===== src/rtl/bfs_queue.sv =====
// Small register queue between the front and back parts.
module bfs_queue #(
    parameter type t_op  = logic,
    parameter int  DEPTH = 4
) (
    input  logic i_clk,
    input  logic i_rst_n,
    input  logic i_push,
    input  t_op  i_data,
    output logic o_ready,
    output logic o_valid,
    output t_op  o_data,
    input  logic i_pop
);
    localparam int AW = $clog2(DEPTH);

    t_op            r_mem [DEPTH];
    logic [AW-1:0]  r_wr;
    logic [AW-1:0]  r_rd;
    logic [AW:0]    r_cnt;
    logic           push_ok;
    logic           pop_ok;

    assign o_ready = (r_cnt < (AW+1)'(DEPTH));
    assign o_valid = (r_cnt != '0);
    assign o_data  = r_mem[r_rd];
    assign push_ok = i_push && o_ready;
    assign pop_ok  = i_pop && o_valid;

    always_ff @(posedge i_clk) begin
        if (push_ok) begin
            r_mem[r_wr] <= i_data;
        end
    end

    always_ff @(posedge i_clk) begin
        if (!i_rst_n) begin
            r_wr  <= '0;
            r_rd  <= '0;
            r_cnt <= '0;
        end else begin
            if (push_ok) begin
                r_wr <= (r_wr == AW'(DEPTH-1)) ? '0 : r_wr + 1'b1;
            end
            if (pop_ok) begin
                r_rd <= (r_rd == AW'(DEPTH-1)) ? '0 : r_rd + 1'b1;
            end
            r_cnt <= r_cnt + (AW+1)'(push_ok) - (AW+1)'(pop_ok);
        end
    end

endmodule


===== config.mk =====
export PLATFORM = sky130hd
export DESIGN_NAME = bfs_queue
export DESIGN_NICKNAME = d
export VERILOG_FILES = /design/src/rtl/bfs_queue.sv
export SDC_FILE = /design/constraint.sdc
export NUM_CORES = 1
export LEC_CHECK = 0
export BUFFER_PORTS_ARGS = -buffer_cell sky130_fd_sc_hd__buf_2
export CAP_MARGIN = 20
export CORE_UTILIZATION = 45
export CTS_CLUSTER_SIZE = 24
export DETAILED_ROUTE_END_ITERATION = 12
export PLACE_DENSITY = 0.62
export SYNTH_ARGS = -nofsm -noshare
export SYNTH_HDL_FRONTEND = slang
export SYNTH_SLANG_ARGS = --single-unit

===== constraint.sdc =====
create_clock -name i_clk -period 3 [get_ports i_clk]
set_clock_uncertainty 0.2 [all_clocks]
set_input_delay 0.3 -clock i_clk [delete_from_list [all_inputs] [get_ports i_clk]]
set_output_delay 0.3 -clock i_clk [all_outputs]
set_load 0.03 [all_outputs]

==> flow_summary.json <==
{
  "run_status": "complete, no violations",
  "cts_tree": "built",
  "antenna_cells": 0,
  "relSlewSlack_pct": 75.3,
  "routedWlPerCell_um": 9.47,
  "drt_pass1_iterations": 1,
  "finalSetupTns_ns": 0,
  "final_common_cell": "dfxtp_1",
  "cts_root_buf": "clkbuf_4",
  "nets": 80,
  "cts_resized": 0,
  "io_buffer_count": 7,
  "ir_drop_mv": 0.407,
  "fin_crit_ns": 2.41,
  "h-tree-depth": 1,
  "drv_slew": 0,
  "end_kind": "flop",
  "powerDensity_nw_per_um2": 801,
  "dp_hpwl_um": 595,
  "yosysTopAreaCellShare_pct": 29.1,
  "syn_nets": 68,
  "grt_start_max_net_pins": 10,
  "cpMaxStageDelayCell": "o31ai_2",
  "die_x_um": 39.1,
  "max_stage_delay_ns": 0.39,
  "layout-drive-gt1-share_pct": 19.7,
  "cts_buffer_depth": 2,
  "path_clk_slew_ns": 0.08,
  "die_area_um2": 1530,
  "syn-cell-area_um2": 619,
  "grt.total_usage_pct": 13.2,
  "path_buf_inv": 2,
  "hold_buffers": 0,
  "cp_data_arrival_time_ns": 2.38,
  "cp.required_ns": 2.97,
  "setup_viol": 0,
  "r2r.worst_path.cells": 9,
  "period_share_pct": 80.5,
  "leakage_nw": 0.312,
  "ys_warn_count": 0,
  "synthCells": 55,
  "finalNonFillerCells": 81,
  "r2r-start": "r_cnt[1]",
  "regToRegEndpoint": "r_cnt[2]",
  "layout_common_cells": "9 x dfxtp_1, 8 x inv_1, 7 x and2_1, 7 x ha_1, 7 x buf_2",
  "cp_max_fo": 5,
  "rows": 13,
  "die_h_um": 39.1,
  "gp_congestion": 0.724,
  "cap_viol_max_count": 0,
  "ys_seq_area_share_pct": 48.5,
  "hold_viol": 0,
  "wirelength_um": 767,
  "ioPinCount": 8,
  "vias": 374,
  "cts_buffers": 3,
  "yosysUniqueCellTypes": 17,
  "overflow": 0,
  "holdCritStartpoint": "i_data",
  "fmax_ghz": 0.414,
  "synth_top_area_cell": "dfxtp_1",
  "hold_depth": 1,
  "syn2layout_area_growth_pct": 13.3,
  "viasPerCell": 4.62,
  "antenna_found_initial": 0,
  "syn_area_per_cell_um2": 11.3,
  "min_path_type": "input pin to flop",
  "cp_top_family": "adder cells",
  "hold_end": "r_mem[0]",
  "post_cts_buffers": 0,
  "synthTopCellsByArea": "dfxtp_1 29%, edfxtp_1 19%, ha_1 14%",
  "ant_nets": 0,
  "drc_errors": 0,
  "worst_pin_slew_ns": 0.369,
  "grt_pass1_vias": 316,
  "critPathKind": "flop to flop",
  "clock_sinks": 13,
  "drtIter0Drc": 0,
  "reg2reg_slack_ns": 0.59,
  "grt_pass1_wl_um": 1260,
  "initial_core_util_pct": 48.2,
  "rsz0062_at_grt": "false",
  "clock_latency_ns": 0.27,
  "design.core.area_um2": 1280,
  "dp_cells": 77,
  "critPathLaunchType": "flop",
  "path_cells": "o31ai_2, inv_1, ha_1, inv_1, ha_1, fa_1, xnor2_1, xnor2_1, and2_1",
  "ys_ff_latch": 13
}
kinds of logic after synthesis:
group           count (synthesis)  synth area share (%)
compound gates                  3                  3.64
xor+xnor                        2                  2.83
mux                             3                  6.87
flops                          13                  48.5
fa+ha+maj                       8                  17.4
buf+inv                         9                  5.66
simple gates                   17                  15.2
worst max-delay path by stage:
stage | startpoint | end | slack, ns | cells after the start
after floorplan | r_cnt[1] | r_cnt[2] | 0.74 | 9
after global placement | r_cnt[1] | r_cnt[2] | 0.64 | 9
after detailed placement | r_cnt[1] | r_cnt[2] | 0.60 | 9
after CTS | r_cnt[1] | r_cnt[2] | 0.59 | 9
after global routing | r_cnt[1] | r_cnt[2] | 0.43 | 9
final | r_cnt[1] | r_cnt[2] | 0.59 | 9
per-stage QoR:
step                      setup WS, ns  instance area [um2]  hold slack [ns]  power (W)  utilization (%)
after floorplan                  0.743                  619            0.199   0.000415                -
after global placement           0.637                  676            0.299   0.000459             52.6
after detailed placement         0.600                  676            0.315   0.000462             52.6
after CTS                        0.586                  702           0.0491   0.000569             54.6
after global routing             0.433                  702           0.0487   0.000608             54.6
final                            0.586                  702           0.0510   0.000562             54.6
cell type report:
cell class	count	area [um2]
fillers	112	583
inverters	8	30.0
multi-input cells	33	284
well taps	15	18.8
clock buffers	4	26.3
repair buffers	8	42.5
flip-flops and latches	13	300
layer usage:
metal / share of wire (%) / routed length (um) / GRT usage, % / vias up
met5: 0 / 0 / 0 / -
met4: 1.4 / 11 / 10.3 / 0
met3: 1.8 / 14 / 3.47 / 2
met2: 45 / 345 / 21.7 / 3
met1: 51 / 395 / 14.1 / 169
li1: - / - / - / 200
synth_stat cells, drive strengths merged:
master,number
inv,8
mux2i,2
buf,1
nor2b,3
xnor2,2
mux4,1
o31ai,1
and2,7
fa,1
edfxtp,4
nand2,2
o21ai,2
or3,1
dfxtp,9
nand3,2
ha,7
nor2,2
report_power, final:
part / total (W) / switching (W) / internal, W / leakage, nW
logic: 0.000205 / 0.000111 / 0.0000940 / 0.187
registers: 0.000251 / 0.0000306 / 0.000221 / 0.111
clock network: 0.000105 / 0.0000541 / 0.0000513 / 0.0150
total: 0.000562 / 0.000196 / 0.000366 / 0.312
Note: power is estimated with default switching activity, not from simulation.
